<file path="config.mk">
export PLATFORM = sky130hd
export DESIGN_NAME = sigmoid_neuron_unit_core
export DESIGN_NICKNAME = d
export VERILOG_FILES = /design/src/design/snu_pkg.sv /design/src/design/snu_act.sv /design/src/design/sigmoid_neuron_unit_core.sv
export VERILOG_INCLUDE_DIRS = /design/src /design/src/design
export SDC_FILE = /design/constraint.sdc
export NUM_CORES = 2
export LEC_CHECK = 0
export BUFFER_PORTS_ARGS = -buffer_cell sky130_fd_sc_hd__buf_2
export CELL_PAD_IN_SITES_DETAIL_PLACEMENT = 0
export CELL_PAD_IN_SITES_GLOBAL_PLACEMENT = 1
export CORE_MARGIN = 4
export CORE_UTILIZATION = 34
export DETAILED_ROUTE_END_ITERATION = 8
export GPL_ROUTABILITY_DRIVEN = 0
export PLACE_DENSITY_LB_ADDON = 0.1
export SYNTH_ARGS = -nofsm -noshare
export SYNTH_HDL_FRONTEND = slang
export SYNTH_SLANG_ARGS = --single-unit
</file>
<file path="constraint.sdc">
create_clock -name i_clk -period 11.2 [get_ports i_clk]
set_clock_uncertainty 0.1 [all_clocks]
set_input_delay 2.24 -clock i_clk [delete_from_list [all_inputs] [get_ports i_clk]]
set_output_delay 2.24 -clock i_clk [all_outputs]
set_load 0.01 [all_outputs]
</file>
<file path="src/design/sigmoid_neuron_unit_core_macros.svh">
// Assertion macros shared by the sigmoid neuron design files.
// Needs a clock named i_clk and an active-low reset named i_rst_n in scope.
`ifndef SIGMOID_NEURON_UNIT_CORE_MACROS_SVH
`define SIGMOID_NEURON_UNIT_CORE_MACROS_SVH

`ifndef SYNTHESIS

// Checked at every edge outside reset.
`define SNU_ASSERT(lbl, prop, msg) \
    lbl: assert property (@(posedge i_clk) disable iff (!i_rst_n) prop) else $error(msg);

// Checked at every edge, reset included.
`define SNU_ASSERT_RST(lbl, prop, msg) \
    lbl: assert property (@(posedge i_clk) prop) else $error(msg);

`else

`define SNU_ASSERT(lbl, prop, msg)
`define SNU_ASSERT_RST(lbl, prop, msg)

`endif

`endif

</file>
<file path="src/design/snu_pkg.sv">
// Shared constants, types and the elaboration-time sigmoid table builder.
// No dependencies; used by snu_act and sigmoid_neuron_unit_core.
package snu_pkg;

    localparam int DATA_WIDTH_DEF  = 16;
    localparam int TABLE_DEPTH_DEF = 256;
    localparam int ACC_W           = 40;
    localparam int APB_ADDR_W      = 3;
    localparam int APB_DATA_W      = 32;

    localparam logic [63:0] Q30_ONE = 64'd1 << 30;

    // Item kinds carried on the slave-side tuser.
    localparam logic FUNC_FF  = 1'b0;
    localparam logic FUNC_REC = 1'b1;

    // Register selects, taken from paddr[2].
    localparam logic REG_BIAS    = 1'b0;
    localparam logic REG_RWEIGHT = 1'b1;

    typedef logic signed [ACC_W-1:0] t_acc;

    // Restoring long division, only ever evaluated while elaborating the table.
    function automatic logic [63:0] udiv64(input logic [63:0] n, input logic [63:0] d);
        logic [63:0] q;
        logic [64:0] r;
        q = '0;
        r = '0;
        for (int b = 63; b >= 0; b--) begin
            r = {r[63:0], n[b]};
            if (r >= {1'b0, d}) begin
                r    = r - {1'b0, d};
                q[b] = 1'b1;
            end
        end
        return q;
    endfunction

    // exp(-a) in Q2.30: series for exp(-a/8), then squared three times.
    function automatic logic [63:0] exp_neg_q30(input logic [63:0] a);
        logic [63:0]        y;
        logic [63:0]        term;
        logic [63:0]        z;
        logic signed [63:0] acc_s;
        y     = a >> 3;
        term  = Q30_ONE;
        acc_s = $signed(Q30_ONE);
        for (int k = 1; k <= 30; k++) begin
            term = udiv64((term * y) >> 30, 64'(k));
            if (k[0]) begin
                acc_s = acc_s - $signed(term);
            end else begin
                acc_s = acc_s + $signed(term);
            end
        end
        if (acc_s < 0) begin
            acc_s = '0;
        end
        if (acc_s > $signed(Q30_ONE)) begin
            acc_s = $signed(Q30_ONE);
        end
        z = $unsigned(acc_s);
        for (int s = 0; s < 3; s++) begin
            z = (z * z + (Q30_ONE >> 1)) >> 30;
        end
        return z;
    endfunction

    // Rounded sigmoid at the middle of bin i, scaled by 2^frac (ties round up).
    function automatic logic [63:0] sig_entry(input int i, input int depth, input int frac);
        logic signed [63:0] mid;
        logic [63:0]        mag;
        logic [63:0]        e;
        logic [63:0]        d;
        logic [63:0]        num;
        mid = $signed(udiv64(64'(2 * i + 1) << 33, 64'(depth))) - $signed(64'd1 << 33);
        mag = (mid < 0) ? $unsigned(-mid) : $unsigned(mid);
        if (mag > (64'd8 << 30)) begin
            mag = 64'd8 << 30;
        end
        e   = exp_neg_q30(mag);
        d   = Q30_ONE + e;
        num = (mid >= 0) ? (Q30_ONE << (frac + 1)) : (e << (frac + 1));
        return udiv64(num + d, d << 1);
    endfunction

endpackage

</file>
<file path="src/design/snu_act.sv">
// Activation stage: floor to Q4.12, clamp, sigmoid table look-up, bias, output register.
// Depends on snu_pkg and sigmoid_neuron_unit_core_macros.svh.
`include "sigmoid_neuron_unit_core_macros.svh"

module snu_act #(
    parameter int DATA_WIDTH  = snu_pkg::DATA_WIDTH_DEF,
    parameter int TABLE_DEPTH = snu_pkg::TABLE_DEPTH_DEF
) (
    input  logic                         i_clk,
    input  logic                         i_rst_n,
    input  logic                         i_valid,
    output logic                         o_ready,
    input  snu_pkg::t_acc                i_sum,
    input  logic signed [DATA_WIDTH-1:0] i_bias,
    output logic                         o_valid,
    input  logic                         i_m_ready,
    output logic signed [DATA_WIDTH-1:0] o_activation,
    output logic                         o_saturated
);
    import snu_pkg::*;

    localparam int DW    = DATA_WIDTH;
    localparam int FRAC  = DW - 4;
    localparam int ENT_W = FRAC + 1;
    localparam int IW    = $clog2(TABLE_DEPTH);
    localparam int PRE_W = ACC_W - FRAC;
    localparam int CMP_W = ((PRE_W > DW) ? PRE_W : DW) + 1;
    localparam int MUL_W = DW + IW + 1;

    localparam logic signed [CMP_W-1:0] PRE_HI = {{(CMP_W-DW+1){1'b0}}, {(DW-1){1'b1}}};
    localparam logic signed [CMP_W-1:0] PRE_LO = {{(CMP_W-DW+1){1'b1}}, {(DW-1){1'b0}}};
    localparam logic signed [DW:0]      ACT_HI = {2'b00, {(DW-1){1'b1}}};
    localparam logic signed [DW:0]      ACT_LO = {2'b11, {(DW-1){1'b0}}};

    logic [ENT_W-1:0] w_tab [TABLE_DEPTH];

    for (genvar g = 0; g < TABLE_DEPTH; g++) begin : g_tab
        localparam logic [63:0] ENT = sig_entry(g, TABLE_DEPTH, FRAC);
        assign w_tab[g] = ENT[ENT_W-1:0];
    end

    logic signed [PRE_W-1:0] w_pre;
    logic signed [CMP_W-1:0] w_pre_x;
    logic signed [DW-1:0]    w_pre_c;
    logic                    w_pre_sat;
    logic [DW-1:0]           w_ofs;
    logic [MUL_W-1:0]        w_scaled;
    logic [IW-1:0]           w_idx;
    logic [ENT_W-1:0]        w_ent;
    logic signed [DW:0]      w_act_raw;
    logic signed [DW-1:0]    w_act;
    logic                    w_sat;
    logic                    w_load;

    logic                    r_valid;
    logic signed [DW-1:0]    r_act;
    logic                    r_sat;

    always_comb begin
        // Dropping the fraction bits of a two's complement value floors it.
        w_pre     = i_sum[ACC_W-1:FRAC];
        w_pre_x   = CMP_W'(w_pre);
        w_pre_sat = 1'b0;
        if (w_pre_x > PRE_HI) begin
            w_pre_c   = PRE_HI[DW-1:0];
            w_pre_sat = 1'b1;
        end else if (w_pre_x < PRE_LO) begin
            w_pre_c   = PRE_LO[DW-1:0];
            w_pre_sat = 1'b1;
        end else begin
            w_pre_c = w_pre_x[DW-1:0];
        end
        // Offset from the most negative value, then scaled onto the bins.
        w_ofs     = {~w_pre_c[DW-1], w_pre_c[DW-2:0]};
        w_scaled  = MUL_W'(w_ofs) * MUL_W'(TABLE_DEPTH);
        w_idx     = w_scaled[DW+IW-1:DW];
        w_ent     = w_tab[w_idx];
        w_act_raw = (DW+1)'($signed({1'b0, w_ent})) + (DW+1)'(i_bias);
        w_sat     = w_pre_sat;
        if (w_act_raw > ACT_HI) begin
            w_act = ACT_HI[DW-1:0];
            w_sat = 1'b1;
        end else if (w_act_raw < ACT_LO) begin
            w_act = ACT_LO[DW-1:0];
            w_sat = 1'b1;
        end else begin
            w_act = w_act_raw[DW-1:0];
        end
    end

    assign o_ready = !r_valid || i_m_ready;
    assign w_load  = i_valid && o_ready;

    always_ff @(posedge i_clk) begin
        if (!i_rst_n) begin
            r_valid <= 1'b0;
        end else if (o_ready) begin
            r_valid <= i_valid;
        end
    end

    always_ff @(posedge i_clk) begin
        if (w_load) begin
            r_act <= w_act;
            r_sat <= w_sat;
        end
    end

    assign o_valid      = r_valid;
    assign o_activation = r_act;
    assign o_saturated  = r_sat;

    `SNU_ASSERT(a_load_shows, w_load |=> r_valid, "loaded result not presented")
    `SNU_ASSERT(a_taken_clears, (r_valid && i_m_ready && !i_valid) |=> !r_valid, "taken result repeated")
    `SNU_ASSERT(a_zero_bias_no_clamp, (w_load && !w_pre_sat && (i_bias == '0)) |=> !r_sat, "clamp flagged without cause")

endmodule

</file>
<file path="src/design/sigmoid_neuron_unit_core.sv">
// Top level of the fixed-point sigmoid neuron: stream ports, APB registers, datapath.
// Depends on snu_pkg, snu_act and sigmoid_neuron_unit_core_macros.svh.
//
//  Channel   Direction  Beat carries
//  s_axis    in         tdata: x_value, in_weight, hidden_prev; tuser: func; tlast: last_term
//  m_axis    out        tdata: activation; tuser: saturated
//  apb       in/out     bias_value at 0x0, recurrent_weight at 0x4
//
// One item is accepted per cycle for as long as the result side keeps up; each item
// passes in turn through the input, product, sum and output registers.
// The accumulator loop is a single saturating add per unstalled cycle in the sum stage.
// Reset is synchronous: it empties the pipeline, clears the accumulator and the two
// registers. The sigmoid table is constant logic and needs no clearing pass.
// Each stage holds while the one behind it is full and stalled, so a stall on m_axis
// backs up into s_axis_tready only once every stage is occupied.
`include "sigmoid_neuron_unit_core_macros.svh"

module sigmoid_neuron_unit_core #(
    parameter int DATA_WIDTH  = snu_pkg::DATA_WIDTH_DEF,
    parameter int TABLE_DEPTH = snu_pkg::TABLE_DEPTH_DEF
) (
    input  logic                                   i_clk,
    input  logic                                   i_rst_n,
    // Slave side.
    input  logic                                   s_axis_tvalid,
    output logic                                   s_axis_tready,
    // tdata, from bit 0: x_value, in_weight, hidden_prev, zero padding.
    input  logic [((3*DATA_WIDTH+7)/8)*8-1:0]      s_axis_tdata,
    // tuser: func.
    input  logic                                   s_axis_tuser,
    input  logic                                   s_axis_tlast,
    // Master side.
    output logic                                   m_axis_tvalid,
    input  logic                                   m_axis_tready,
    // tdata, from bit 0: activation, zero padding.
    output logic [((DATA_WIDTH+7)/8)*8-1:0]        m_axis_tdata,
    // tuser: saturated.
    output logic                                   m_axis_tuser,
    // Configuration port.
    input  logic                                   psel,
    input  logic                                   penable,
    input  logic                                   pwrite,
    input  logic [snu_pkg::APB_ADDR_W-1:0]         paddr,
    input  logic [snu_pkg::APB_DATA_W-1:0]         pwdata,
    output logic [snu_pkg::APB_DATA_W-1:0]         prdata,
    output logic                                   pready
);
    import snu_pkg::*;

    localparam int DW     = DATA_WIDTH;
    localparam int PROD_W = 2 * DW;
    localparam int SUM_W  = ((PROD_W > ACC_W) ? PROD_W : ACC_W) + 2;
    localparam int OUT_W  = ((DW + 7) / 8) * 8;

    localparam logic signed [SUM_W-1:0] ACC_HI = {{(SUM_W-ACC_W+1){1'b0}}, {(ACC_W-1){1'b1}}};
    localparam logic signed [SUM_W-1:0] ACC_LO = {{(SUM_W-ACC_W+1){1'b1}}, {(ACC_W-1){1'b0}}};

    // Clamp a wide sum to the accumulator's signed range.
    function automatic t_acc sat_acc(input logic signed [SUM_W-1:0] v);
        t_acc res;
        if (v > ACC_HI) begin
            res = ACC_HI[ACC_W-1:0];
        end else if (v < ACC_LO) begin
            res = ACC_LO[ACC_W-1:0];
        end else begin
            res = v[ACC_W-1:0];
        end
        return res;
    endfunction

    // ------------------------------------------------------------------
    // Configuration registers. paddr[2] picks the register; the low
    // address bits are byte lanes and are not decoded.
    // ------------------------------------------------------------------
    logic signed [DW-1:0] r_bias;
    logic signed [DW-1:0] r_rweight;
    logic                 w_cfg_wr;

    assign pready   = 1'b1;
    assign w_cfg_wr = psel && penable && pwrite && pready;

    always_ff @(posedge i_clk) begin
        if (!i_rst_n) begin
            r_bias    <= '0;
            r_rweight <= '0;
        end else if (w_cfg_wr) begin
            unique case (paddr[2])
                REG_BIAS:    r_bias    <= pwdata[DW-1:0];
                REG_RWEIGHT: r_rweight <= pwdata[DW-1:0];
                default:     r_bias    <= r_bias;
            endcase
        end
    end

    always_comb begin
        unique case (paddr[2])
            REG_BIAS:    prdata = APB_DATA_W'(r_bias);
            REG_RWEIGHT: prdata = APB_DATA_W'(r_rweight);
            default:     prdata = '0;
        endcase
    end

    // ------------------------------------------------------------------
    // Pipeline handshake. Each stage takes a new entry when it is empty
    // or when its current entry moves on in the same cycle.
    // ------------------------------------------------------------------
    logic rdy1;
    logic rdy2;
    logic rdy3;
    logic rdy4;

    logic r_v1;
    logic r_v2;
    logic r_v3;

    assign rdy3          = !r_v3 || rdy4;
    assign rdy2          = !r_v2 || rdy3;
    assign rdy1          = !r_v1 || rdy2;
    assign s_axis_tready = rdy1;

    // Stage 1: input register.
    logic                 r_func1;
    logic                 r_last1;
    logic signed [DW-1:0] r_x1;
    logic signed [DW-1:0] r_w1;
    logic signed [DW-1:0] r_h1;

    always_ff @(posedge i_clk) begin
        if (!i_rst_n) begin
            r_v1 <= 1'b0;
        end else if (rdy1) begin
            r_v1 <= s_axis_tvalid;
        end
    end

    always_ff @(posedge i_clk) begin
        if (s_axis_tvalid && rdy1) begin
            r_func1 <= s_axis_tuser;
            r_last1 <= s_axis_tlast;
            r_x1    <= s_axis_tdata[DW-1:0];
            r_w1    <= s_axis_tdata[2*DW-1:DW];
            r_h1    <= s_axis_tdata[3*DW-1:2*DW];
        end
    end

    // Stage 2: both full-precision products.
    logic                     r_func2;
    logic                     r_last2;
    logic signed [PROD_W-1:0] r_p1;
    logic signed [PROD_W-1:0] r_p2;
    logic signed [PROD_W-1:0] n_p1;
    logic signed [PROD_W-1:0] n_p2;

    always_comb begin
        n_p1 = PROD_W'(r_x1) * PROD_W'(r_w1);
        n_p2 = PROD_W'(r_rweight) * PROD_W'(r_h1);
    end

    always_ff @(posedge i_clk) begin
        if (!i_rst_n) begin
            r_v2 <= 1'b0;
        end else if (rdy2) begin
            r_v2 <= r_v1;
        end
    end

    always_ff @(posedge i_clk) begin
        if (r_v1 && rdy2) begin
            r_func2 <= r_func1;
            r_last2 <= r_last1;
            r_p1    <= n_p1;
            r_p2    <= n_p2;
        end
    end

    // Stage 3: accumulate or form the recurrent sum. A feed-forward term
    // only leaves a result when it closes the dot product; the accumulator
    // is then cleared for the next one.
    t_acc r_acc;
    t_acc r_sum3;
    t_acc w_ff_sat;
    t_acc w_rec1;
    t_acc w_rec_sat;
    logic w_move3;

    always_comb begin
        w_ff_sat  = sat_acc(SUM_W'(r_acc) + SUM_W'(r_p1));
        w_rec1    = sat_acc(SUM_W'(r_p1));
        w_rec_sat = sat_acc(SUM_W'(w_rec1) + SUM_W'(r_p2));
    end

    assign w_move3 = r_v2 && rdy3;

    always_ff @(posedge i_clk) begin
        if (!i_rst_n) begin
            r_v3  <= 1'b0;
            r_acc <= '0;
        end else if (w_move3) begin
            if (r_func2 == FUNC_REC) begin
                r_v3 <= 1'b1;
            end else begin
                r_v3  <= r_last2;
                r_acc <= r_last2 ? '0 : w_ff_sat;
            end
        end else if (rdy3) begin
            r_v3 <= 1'b0;
        end
    end

    always_ff @(posedge i_clk) begin
        if (w_move3) begin
            r_sum3 <= (r_func2 == FUNC_REC) ? w_rec_sat : w_ff_sat;
        end
    end

    // Stage 4: activation and output register.
    logic signed [DW-1:0] w_act;

    snu_act #(
        .DATA_WIDTH  (DATA_WIDTH),
        .TABLE_DEPTH (TABLE_DEPTH)
    ) u_act (
        .i_clk        (i_clk),
        .i_rst_n      (i_rst_n),
        .i_valid      (r_v3),
        .o_ready      (rdy4),
        .i_sum        (r_sum3),
        .i_bias       (r_bias),
        .o_valid      (m_axis_tvalid),
        .i_m_ready    (m_axis_tready),
        .o_activation (w_act),
        .o_saturated  (m_axis_tuser)
    );

    assign m_axis_tdata = OUT_W'($unsigned(w_act));

    `SNU_ASSERT_RST(a_rst_empty, !i_rst_n |=> (!r_v1 && !r_v2 && !r_v3), "pipeline not empty after reset")
    `SNU_ASSERT(a_term_silent, (w_move3 && (r_func2 == FUNC_FF) && !r_last2) |=> !r_v3, "open term produced a result")
    `SNU_ASSERT(a_close_clears, (w_move3 && (r_func2 == FUNC_FF) && r_last2) |=> (r_acc == '0), "accumulator kept after last term")
    `SNU_ASSERT(a_rec_keeps_acc, (w_move3 && (r_func2 == FUNC_REC)) |=> $stable(r_acc), "recurrent beat touched accumulator")

endmodule
</file>
==> impl_results.md <==
* Status: finished clean
* Initial antenna violation count at 1
* RSZ-0062 raised after global routing: false
* Die Footprint at 105800 µm²
* Syn_area_per_cell at 9.089 µm²
* Sw Pwr at 5.712 mW
* Vias in the first global route at around 28000
* Drt via density at around 5
* Die Ht at 325.3 µm
* Total Wirelength at roughly 100 mm
* Row count at around 120
* Post-DP HPWL at 80.22 mm
* Worst EP arrival at 8.15 ns
* Wl on met1 at 48.25 mm
* Reg2reg path depth at 25
* Reg2Reg Launch Point: r_sum3[34]
* HP Class: reg2reg
* Post-Place Cells at 5047
* Share of cells above drive strength 1 at ~7.4%
* Most frequent cells in the layout: inv_1 (578), fa_1 (527), nand2_1 (518)
* Power density over cell area at 314.3 nW/µm²
* Critical path type: reg2reg
* Core ar. at 100000 µm²
* Max-cap violations at 0
* FFs w/ async S/R, synth at 0%
* N_diodes at 0
* Seq pwr share at between 10 and 15%
* Worst-path clk slew at 0.06 ns
* Library cells used by synthesis at 86
* R2r setup slk at around 3.2 ns
* Crit path max fanout at 22
* Beginning of the critical path: r_sum3[34]
* Final nets at 4668
* Period utilization at 71.03%
* Static Leak at 17.16 nW
* First-pass GRT wire length at 165.9 mm
* Root Driver: clkbuf_16
* Resized Gates After CTS at 0
* Hold Buf Count CTS at 0
* Pin count of the biggest net entering global routing at 67
* H-tree levels at 2
* Post-CTS Repair Setup Buffers at 0
* Buffers added on ports at 124
* Grt ovf at 0
* WP data required at 11.39 ns
* Clk pwr share at a little under a tenth
* CP Capture Type: register
* Vias at around 26000
* Avg WL per Cell at ~20 µm
* Initial Utilization at 34.23%
* Commonest non-fill, non-tap cell in the layout: inv_1
* P_int at between 5 and 6 mW
* TritonCTS Sinks at 229
* Filler Cell Count at 10330
* All-Layer GR Usage at 19.98%
* Slew Limit Fails at 0
* Number of routed nets with antenna violations at 0
* DR iter-0 viols at 1486
* First-pass detailed-route iteration total at 5
* Fmax achieved at 125.7 MHz
* Metal2 WL at 49.38 mm
* Max-Slew Margin vs Limit at 18.05%
* Final hold violation count at 0
* Combinational power share at 75.7%
* Maximum VDD drop at 0.0005406 V
* Area Overhead vs Synth at 8.568%
* Post-synth EDFFs at 153
* Ys flop type: edfxtp_1
* Final TNS setup at 0 ns
* Boundary Pins at approximately 140
* Clock tree buffer depth at 3
* Die width at about 330 µm
* Syn nets at between 4000 and 5000
* Register area share after synthesis at 17.87%
* Final number of setup-violating endpoints at 0
* Highest routed layer: met5
* Worst slew pin tran at 1.213 ns
* CP Capture Point: u_act.o_activation[6]
* Post-Syn Area at 34230 µm²
* Total power at 11.68 mW
* DRC at 0
* Setup crit start kind: register
* Min cycle time layout at 7.956 ns
* Yosys warning count at 0
* Yosys reg bits at approximately 230
* TritonCTS buffer count at 35
* RR Endpoint: u_act.o_activation[6]
* Fin cells at 5111
* Met3 WL at 4.110 mm
* Net Sw Frac at 48.91%
* CTS tree: yes
* Cells after Synth at 3766
* Worst-skew pair later-pin latency at a little under 0.6 ns
## cell usage after synthesis (21+ instances only)
cell type | number | share of area [%]
a211oi_1 | 24 | 0.53
a21boi_0 | 37 | 0.81
a21o_1 | 68 | 1.5
a21oi_1 | 202 | 3.0
a22o_1 | 21 | 0.54
and2_1 | 216 | 3.9
clkbuf_1 | 138 | 1.5
dfxtp_1 | 76 | 4.4
edfxtp_1 | 153 | 13
fa_1 | 527 | 31
ha_1 | 263 | 9.6
inv_1 | 578 | 6.3
nand2_1 | 518 | 5.7
nand2b_1 | 45 | 0.82
nand3_1 | 36 | 0.53
nor2_1 | 145 | 1.6
nor3_1 | 44 | 0.64
o21ai_0 | 157 | 2.3
o21ai_1 | 24 | 0.35
o21bai_1 | 23 | 0.50
xnor2_1 | 86 | 2.2
xor2_1 | 43 | 1.1
## worst max-delay path: stages, from the launching register on
cell	delay, ns
edfxtp_1	0.38
nor4_1	0.64
a31oi_2	0.15
buf_4	0.26
o21ai_0	0.68
inv_1	0.39
ha_1	0.31
buf_4	0.20
a211oi_1	0.40
o21ai_0	0.16
a32oi_1	0.27
a211oi_1	0.09
o221ai_1	0.34
o311ai_0	0.30
ha_1	0.28
inv_1	0.07
fa_1	0.19
o21ai_0	0.18
a21o_1	0.22
a21o_1	0.21
a221o_1	0.33
a41oi_1	0.34
nor2b_1	0.39
nand3_1	0.12
nor2_1	0.46
o21ai_0	0.21
## power by group through the flow
stage | clock (mW) | combinational [mW] | sequential [mW]
3_5_place_dp | 0 | 8.96 | 1.73
6_report | 1.11 | 8.84 | 1.72
2_1_floorplan | 0 | 6.91 | 1.55
3_3_place_gp | 0 | 8.96 | 1.74
5_1_grt | 1.20 | 10.3 | 1.73
4_1_cts | 1.16 | 9.03 | 1.72
## kinds of logic after synthesis
group	share of synthesized area [%]
xor gates and xnor gates	3.301
adders and majority gates	40.44
AOI/OAI and AO/OA	13.96
muxes	0.5849
other	0.01096
DFF	17.87
buffers and inverters	8.667
and+or+nand+nor	15.17
## per-stage QoR
stage	hold slack [ns]	util (%)	setup slack, ns	instance area [µm²]
after floorplan	0.3003	-	4.474	34230
after global placement	0.3035	36.02	3.409	36020
after detailed placement	0.3223	36.02	3.298	36020
after CTS	0.3325	37.16	3.267	37160
after global routing	0.3379	37.16	2.519	37160
final	0.3295	37.16	3.244	37160
## how the worst min path moves through the flow
stage	startpoint	end	slack, ns	cells after the start
floorplan	r_func1	r_func2	0.30	0
global placement	r_func1	r_func2	0.30	0
detailed placement	r_last1	r_last2	0.32	0
CTS	r_last1	r_last2	0.33	0
global route	r_last1	r_last2	0.34	0
finish	r_last1	r_last2	0.33	0
## registers in the layout (all words and copies together) (netlist names), 20 cells and up
register	flops
r_acc	40
r_p1	32
r_p2	32
r_sum3	20
## per-layer routing
| layer | up-vias | global-route usage (%) |
|---|---|---|
| li1 | 12310 | - |
| met1 | 13320 | 27.86 |
| met2 | 524 | 33.18 |
| met3 | 142 | 2.602 |
| met4 | 2 | 4.535 |
| met5 | - | 0 |
## final cells by class
type | count | area (µm²) | area share (%)
clock buffer | 48 | 987.2 | 2.657
clock inverter | 16 | 151.4 | 0.4074
inverter | 578 | 2170 | 5.838
multi-input combinational | 2777 | 25180 | 67.77
sequential | 229 | 6116 | 16.46
tap | 1298 | 1624 | 4.370
timing repair buffer | 165 | 928.4 | 2.498
No activity file was read; power rests on OpenSTA's default activity.
